--- src/rtl/core/resizing_stack_tracker_macros.svh ---
// Assertion macros shared by the resizing stack tracker RTL.
`ifndef RESIZING_STACK_TRACKER_MACROS_SVH
`define RESIZING_STACK_TRACKER_MACROS_SVH

// Same-cycle implication, sampled on clock, off during reset.
`define RST_ASSERT_IMP(label, ante, cons, msg) \
   label: assert property (@(posedge clock) disable iff (reset) (ante) |-> (cons)) \
      else $error(msg);

// Next-cycle implication, sampled on clock, off during reset.
`define RST_ASSERT_NXT(label, ante, cons, msg) \
   label: assert property (@(posedge clock) disable iff (reset) (ante) |=> (cons)) \
      else $error(msg);

`endif

--- src/rtl/core/rst_pkg.sv ---
// Shared types and constants for the resizing stack tracker.
`default_nettype none
package rst_pkg;

   localparam int CAP_W               = 11;
   localparam int WORD_WIDTH_DEFAULT  = 32;
   localparam int STACK_DEPTH_DEFAULT = 1024;
   localparam int DATA_W              = 32;
   localparam int TALLY_W             = 32;
   localparam int RSP_TDATA_W         = 104;
   localparam int RSP_TUSER_W         = 2;

   localparam logic [CAP_W-1:0]  CAP_LIMIT     = 11'd2047;
   localparam logic [CAP_W-1:0]  MIN_CAP_RESET = 11'd10;
   localparam logic [DATA_W-1:0] EMPTY_CODE    = 32'hFFFF_FF9D;

   typedef logic [CAP_W-1:0] cap_type;

   typedef enum logic {
      OP_PUSH = 1'b0,
      OP_POP  = 1'b1
   } op_type;

   // Outcome of the capacity policy for one transaction.
   typedef struct packed {
      logic    resized;
      cap_type cap;
      cap_type peak;
   } resize_type;

endpackage
`default_nettype wire

--- src/rtl/core/rst_resize.sv ---
// Capacity grow/shrink policy for one push or non-empty pop.
`default_nettype none
module rst_resize #(
   parameter int FILL_W = 11
) (
   input  logic               is_pop,
   input  logic [FILL_W-1:0]  fill,
   input  rst_pkg::cap_type   cap,
   input  rst_pkg::cap_type   peak,
   input  rst_pkg::cap_type   min_cap,
   output rst_pkg::resize_type result
);
   import rst_pkg::*;

   localparam int CMP_W = (FILL_W > CAP_W) ? FILL_W : CAP_W;

   logic [CMP_W-1:0] fill_x;
   logic [CMP_W-1:0] fill_p1;
   logic [CMP_W-1:0] top_x;
   logic [CMP_W-1:0] cap_x;
   logic [CMP_W-1:0] half_x;
   logic [CAP_W:0]   grow_sum;
   cap_type          grow_cap;
   cap_type          half_cap;
   cap_type          shrink_cap;
   logic             do_grow;
   logic             do_shrink;

   always_comb begin
      fill_x   = CMP_W'(fill);
      fill_p1  = fill_x + CMP_W'(1);
      top_x    = fill_x - CMP_W'(1);
      cap_x    = CMP_W'(cap);
      half_cap = cap >> 1;
      half_x   = CMP_W'(half_cap);

      grow_sum = {1'b0, cap} + {1'b0, half_cap};
      grow_cap = (grow_sum > {1'b0, CAP_LIMIT}) ? CAP_LIMIT : grow_sum[CAP_W-1:0];
      shrink_cap = (half_cap < min_cap) ? min_cap : half_cap;

      // pop checks grow before the decrement and shrink after it, push after the increment
      if (is_pop) begin
         do_grow   = fill_x >= cap_x;
         do_shrink = !do_grow && (top_x < half_x) && (cap > min_cap);
      end else begin
         do_grow   = fill_p1 >= cap_x;
         do_shrink = 1'b0;
      end

      result.resized = do_grow || do_shrink;
      if (do_grow) begin
         result.cap  = grow_cap;
         result.peak = (grow_cap > peak) ? grow_cap : peak;
      end else if (do_shrink) begin
         result.cap  = shrink_cap;
         result.peak = peak;
      end else begin
         result.cap  = cap;
         result.peak = peak;
      end
   end

endmodule
`default_nettype wire

--- config.mk ---
export PLATFORM = sky130hd
export DESIGN_NAME = rst_resize
export DESIGN_NICKNAME = d
export VERILOG_FILES = /design/src/rtl/core/resizing_stack_tracker_macros.svh /design/src/rtl/core/rst_pkg.sv /design/src/rtl/core/rst_resize.sv
export SDC_FILE = /design/constraint.sdc
export NUM_CORES = 1
export LEC_CHECK = 0
export ABC_AREA = 1
export BUFFER_PORTS_ARGS = -buffer_cell sky130_fd_sc_hd__buf_2
export CAP_MARGIN = 20
export CORE_MARGIN = 2
export CORE_UTILIZATION = 46
export DETAILED_ROUTE_END_ITERATION = 10
export PLACE_DENSITY_LB_ADDON = 0.05
export SETUP_SLACK_MARGIN = 0.2
export SYNTH_ARGS = -nofsm -noshare
export SYNTH_HDL_FRONTEND = slang
export SYNTH_SLANG_ARGS = --single-unit
--- constraint.sdc ---
create_clock -name vclk -period 4.6
set_clock_uncertainty 0.2 [all_clocks]
set_input_delay 0.92 -clock vclk [all_inputs]
set_output_delay 0.92 -clock vclk [all_outputs]
set_load 0.02 [all_outputs]
==> impl_metrics.py, run 1 <==
metrics = {
    "pwr": {
        "power_leakage_nw": 2.90,
        "p_per_area_nw_per_um2": 177,
        "ir_drop_mv": 0.101,
        "p_sw_mw": 0.510,
        "p_int_mw": 0.448,
        "clkPwrFrac_pct": 0,
        "power_frac_seq_pct": 0,
        "p_sw_share_pct": 53.2,
        "finalPower_mw": 0.958,
        "power.share.combinational_pct": 100.0,
    },
    "cts": {
        "ctsHoldBuffers": 0,
    },
    "placement": {
        "dp_hpwl_mm": 8.66,
        "place.gp.congestion": 0.970,
        "port_buffers": 68,
    },
    "yosys": {
        "synthCells": 559,
        "syn_area_sq_um": 3250,
        "synth_mux_area_share_pct": 0,
        "yosys.area_share.simple_pct": 42.9,
        "synthAdderAreaFrac_pct": 29.9,
        "synth_warnings": 0,
        "syn-num-nets": 681,
        "avgSynthCellArea_sq_um": 5.81,
        "synth_compound_area_share_pct": 8.29,
        "synth_top_family_by_area": "simple AND/OR/NAND/NOR gates",
        "seq_area_frac_synth_pct": 0,
        "synth_xor_area_share_pct": 5.93,
        "yosysUniqueCellTypes": 32,
    },
    "global_routing": {
        "antenna_found_initial": 0,
        "grt_remaining_overflow": 0,
        "grt_pass1_vias": 4065,
        "grt_max_degree": 13,
        "grt_pass1_wl_mm": 18.0,
        "grtUsageTotal_pct": 28.7,
    },
    "die": {
        "die-area_sq_um": 7750,
        "dieHeight_microns": 88.0,
        "rows": 30,
        "coreArea_sq_um": 6790,
        "start_util_pct": 47.8,
        "die_w_microns": 88.0,
        "io_pins": 68,
    },
    "finish": {
        "seq_cell_count": 0,
        "antennaDiodeCount": 0,
        "area_delta_synth_final_pct": 66.4,
        "nets": 834,
        "multiInputGateArea_sq_um": 3540,
        "seq_area_sq_um": 0,
        "n_clock_buffer": 0,
        "fill_cells": 461,
        "drive_gt1_share_pct": 42.0,
    },
    "drt": {
        "via_count": 4256,
        "drc_errors": 0,
        "first_pass_iters": 4,
        "wl_per_cell_microns": 15.1,
        "routed_wl_mm": 12.2,
        "via_per_inst": 5.28,
        "first_iter_violations": 137,
        "drtAntennaViolNets": 0,
    },
    "run_status": {
        "outcome": "finished, violations left",
        "violations": "setup timing",
    },
    "critical_path": {
        "crit_type": "in -> out",
        "worstPathRequired_ns": 3.48,
        "cpPeakStageDelay_ns": 0.28,
        "crit_arrival_ns": 3.64,
        "start_kind": "input pin",
        "worst_setup_path_end_kind": "output port",
        "path_cells": "clkbuf_4 -> ha_4 -> a21oi_2 -> o21ai_1 -> nand3_1 -> nand2_1 -> nor2_4 -> buf_6 -> nand2_2 -> ha_4 -> nand2_1 -> o21ai_1 -> nand2_1 -> nand3_2 -> nand4_1 -> buf_4 -> clkbuf_16 -> nand2_2 -> nand2_2 -> buf_6",
        "cp_slowest_cell": "ha_4",
        "crit_fanout": 6,
    },
    "sta": {
        "rsz0062_at_grt": "yes",
        "maxSlewHeadroom_pct": 76.7,
        "fmax_mhz": 210,
        "fin_crit_ns": 4.76,
        "setup_slack_ns": -0.160,
        "timing.hold.ws_ns": 1.94,
        "final.period_utilization_pct": 103,
        "hold_viol": 0,
        "setup_viol_count_final": 11,
        "tightestPinTransition_ns": 0.349,
        "slew_viol_final": 0,
    },
    "hold_path": {
        "hp-class": "in -> out",
    },
    "run": {
        "maxCapViolCount": 0,
    },
}
area by class of cell:
cell class | count | share of cell area (%)
Inverter | 92 | 6.69
Tap cell | 96 | 2.22
Timing Repair Buffer | 160 | 25.5
Multi-Input combinational cell | 458 | 65.6
critical path: cells and delay by family:
kind	cells	cell delay, ns
buffers and inverters	5	0.77
adder cells (fa/ha/maj)	2	0.53
AO/OA/AOI/OAI	3	0.45
AND/OR/NAND/NOR	10	0.96
path summary, 6_finish.rpt:
path | start | end | slack [ns] | cells past startpoint
max | cap[7] | result[3] | -0.16 | 20
min | peak[2] | result[2] | 1.94 | 4
power groups by stage:
stage          logic [mW]  registers [mW]  clock network [mW]
4_1_cts             0.799               0                   0
5_1_grt              1.03               0                   0
2_1_floorplan       0.381               0                   0
3_5_place_dp        0.624               0                   0
6_report            0.958               0                   0
3_3_place_gp        0.616               0                   0
metrics by stage:
stage,util (%),worst slack [ns],std cells,area (sq um),setup TNS [ns]
final,79.5,-0.160,806,5400,-1.46
after detailed placement,61.1,-0.187,776,4150,-1.66
after global placement,61.1,-0.110,776,4150,-1.07
after global routing,79.5,-0.362,806,5400,-3.53
after CTS,71.4,-0.0237,799,4850,-0.214
after floorplan,-,0.216,559,3280,0
per-layer routing:
| layer | routed length (microns) | part of all wire (%) | up-vias | track usage, % |
|---|---|---|---|---|
| met5 | 0 | 0 | - | 0 |
| met4 | 385 | 3.2 | 0 | 6.61 |
| met3 | 512 | 4.2 | 29 | 0.189 |
| met2 | 6070 | 50 | 127 | 53.5 |
| met1 | 5220 | 43 | 1976 | 36.8 |
| li1 | - | - | 2124 | - |
logic make-up (layout without fill, tap and decap cells):
group,after synthesis,in the layout
xor gates and xnor gates,22,22
and+or+nand+nor,308,309
AOI/OAI and AO/OA,50,50
adders and majority gates,77,77
buffers and inverters,102,252
layout by cell type (no fill, tap or decap), types with 4 or more instances in the layout:
| master | count |
|---|---|
| nor2_2 | 8 |
| a21oi_2 | 6 |
| a21oi_1 | 24 |
| nand2_4 | 15 |
| buf_4 | 72 |
| inv_2 | 5 |
| nor2_4 | 4 |
| nand3_4 | 12 |
| nand4_1 | 22 |
| ha_4 | 17 |
| buf_8 | 5 |
| o21ai_2 | 4 |
| nand3_2 | 8 |
| buf_12 | 5 |
| xnor2_1 | 4 |
| o21ai_1 | 6 |
| inv_1 | 83 |
| buf_6 | 40 |
| buf_2 | 36 |
| nand3_1 | 26 |
| nand2_1 | 131 |
| nand2_2 | 42 |
| xor2_1 | 18 |
| a21o_1 | 4 |
| ha_1 | 58 |
| nor2_1 | 27 |
Yosys cell counts, drive strengths merged, types with 3 or more instances:
library cell,instances,area share [%]
a21o,4,0.92
a21oi,31,4.8
buf,10,2.4
ha,76,29
inv,92,11
nand2,188,22
nand3,46,8.1
nand3b,3,0.69
nand4,22,4.2
nor2,39,5.3
nor3,6,1.4
o21ai,13,2.1
xnor2,4,1.1
xor2,18,4.9
what timing repair did:
item / in CTS / in global routing
pin swaps: 35 / 54
setup buffers: 19 / 7
gates cloned: 4 / 0
endpoints found under the setup margin: 23 / 23
gates resized for setup: 129 / 117
Power figures use the tool's default switching activity.
==> run 2: changes to the inputs <==
- ABC_AREA: 1 -> unset
==> impl_metrics.py, run 2 <==
metrics = {
    "run_status": {
        "outcome": "finished, violations left",
        "violations": "setup timing",
    },
    "placement": {
        "port_buffers": 68,
        "dp_hpwl_mm": 7.34,
        "dpl_worst_slack_ns": -0.831,
        "place_inst": 579,
        "dpl_cell_area_sq_um": 3920,
        "place.gp.congestion": 0.866,
    },
    "sta": {
        "tightestPinTransition_ns": 0.425,
        "slew_viol_final": 0,
        "final.period_utilization_pct": 114,
        "fmax_mhz": 190,
        "maxSlewHeadroom_pct": 70.9,
        "timing.hold.ws_ns": 1.97,
        "fin_setup_tns_ns": -8.06,
        "fin_crit_ns": 5.25,
        "hold_viol": 0,
        "rsz0062_at_grt": "yes",
        "setup_viol_count_final": 22,
        "setup_slack_ns": -0.653,
    },
    "drt": {
        "first_pass_iters": 4,
        "via_count": 3298,
        "wl_per_cell_microns": 15.3,
        "first_iter_violations": 176,
        "drc_errors": 0,
        "routed_wl_mm": 9.13,
        "drtAntennaViolNets": 0,
        "via_per_inst": 5.53,
    },
    "yosys": {
        "ys_top_cells_by_area": "ha_1, inv_1, a21oi_1",
        "yosys.area_share.simple_pct": 20.4,
        "synthAdderAreaFrac_pct": 35.7,
        "synth_warnings": 0,
        "synth_xor_area_share_pct": 7.08,
        "seq_area_frac_synth_pct": 0,
        "synth_mux_area_share_pct": 6.30,
        "syn_area_sq_um": 2720,
        "synth_common_cells": "ha_1, inv_1, a21oi_1",
        "synthCells": 369,
        "syn-num-nets": 491,
        "synth.most_common_cell": "ha_1",
        "synth_top_area_cell": "ha_1",
        "synth_compound_area_share_pct": 23.0,
        "synth_top_family_by_area": "adder cells",
        "synth_top_area_share_pct": 35.0,
        "avgSynthCellArea_sq_um": 7.37,
        "yosysUniqueCellTypes": 45,
    },
    "finish": {
        "area_delta_synth_final_pct": 64.2,
        "nets": 645,
        "fin_util_pct": 76.8,
        "fill_cells": 438,
        "antennaDiodeCount": 0,
        "layout_commonest_cell": "buf_4",
        "fin_area_sq_um": 4470,
        "final_cell_mix": "buf_4, ha_1, buf_2, inv_1, buf_6",
        "drive_gt1_share_pct": 43.8,
        "final_cells": 596,
        "seq_cell_count": 0,
        "n_clock_buffer": 0,
        "seq_area_sq_um": 0,
    },
    "hold_path": {
        "min_to": "result[4]",
        "hp-class": "in -> out",
        "whs_path_depth": 3,
        "min-delay-start": "peak[4]",
    },
    "critical_path": {
        "crit_arrival_ns": 4.13,
        "worst_setup_path_end_kind": "output port",
        "worstPathRequired_ns": 3.48,
        "crit_type": "in -> out",
        "start_kind": "input pin",
        "crit_fanout": 5,
    },
    "pwr": {
        "power_leakage_nw": 2.34,
        "p_per_area_nw_per_um2": 163,
        "ir_drop_mv": 0.111,
        "finalPower_mw": 0.727,
    },
    "die": {
        "start_util_pct": 46.8,
        "dieHeight_microns": 80.9,
        "rows": 28,
        "io_pins": 68,
        "die_w_microns": 80.9,
        "die-area_sq_um": 6540,
        "coreArea_sq_um": 5820,
    },
    "global_routing": {
        "antenna_found_initial": 0,
        "grt_remaining_overflow": 0,
        "grt_max_degree": 12,
        "grt_pass1_wl_mm": 14.4,
        "grtUsageTotal_pct": 27.4,
        "grt_pass1_vias": 3242,
    },
    "run": {
        "maxCapViolCount": 0,
    },
    "cts": {
        "ctsHoldBuffers": 0,
    },
}
run 2: worst max-delay path, stage by stage:
cell,delay [ns]
buf_8,0.09
ha_4,0.13
inv_2,0.03
fa_2,0.37
nor2b_4,0.17
nor2_2,0.06
o221ai_2,0.19
a41oi_2,0.15
nand2b_4,0.17
a211o_1,0.30
ha_4,0.30
nand4_1,0.14
o21ba_4,0.27
nor3_4,0.15
buf_6,0.14
buf_16,0.12
mux2_4,0.30
buf_6,0.13
run 2: worst max-delay path by stage:
stage / to / start / cells after the start / slack (ns)
2_1_floorplan: result[0] / cap[0] / 14 / -0.48
3_3_place_gp: result[3] / cap[1] / 18 / -0.78
3_5_place_dp: result[8] / cap[1] / 17 / -0.83
4_1_cts: result[9] / cap[1] / 18 / -0.61
5_1_grt: result[1] / cap[1] / 18 / -0.76
6_report: result[1] / cap[1] / 18 / -0.65
run 2: final cells by class:
cell class         count  area (sq um)  share of cell area, %
inverters             41           159                   3.56
repair buffers       162          1310                   29.4
multi-input cells    318          2900                   64.9
well taps             75          93.8                   2.10
run 2: kinds of logic (layout without fill, tap and decap cells):
| logic type | after synthesis | after routing |
|---|---|---|
| buf+inv | 51 | 203 |
| compound gates | 93 | 93 |
| xor+xnor | 22 | 22 |
| mux | 16 | 16 |
| fa+ha+maj | 77 | 77 |
| simple gates | 110 | 110 |
run 2: per-layer routing:
layer / wire length [microns] / share of wire, % / track usage, % / up-vias
li1: - / - / - / 1672
met1: 3690 / 40 / 31.1 / 1532
met2: 5000 / 55 / 56.1 / 80
met3: 285 / 3.1 / 0.778 / 14
met4: 159 / 1.7 / 4.92 / 0
met5: 0 / 0 / 0 / -
run 2: power by group:
group | total (mW) | switching, mW | internal, mW
registers | 0 | 0 | 0
logic | 0.727 | 0.345 | 0.382
clock network | 0 | 0 | 0
run 2: repair_timing:
item,in CTS,in global routing
pin swaps,30,11
buffers inserted,10,5
setup endpoints to repair,23,23
gates cloned,1,1
resized for setup,79,23
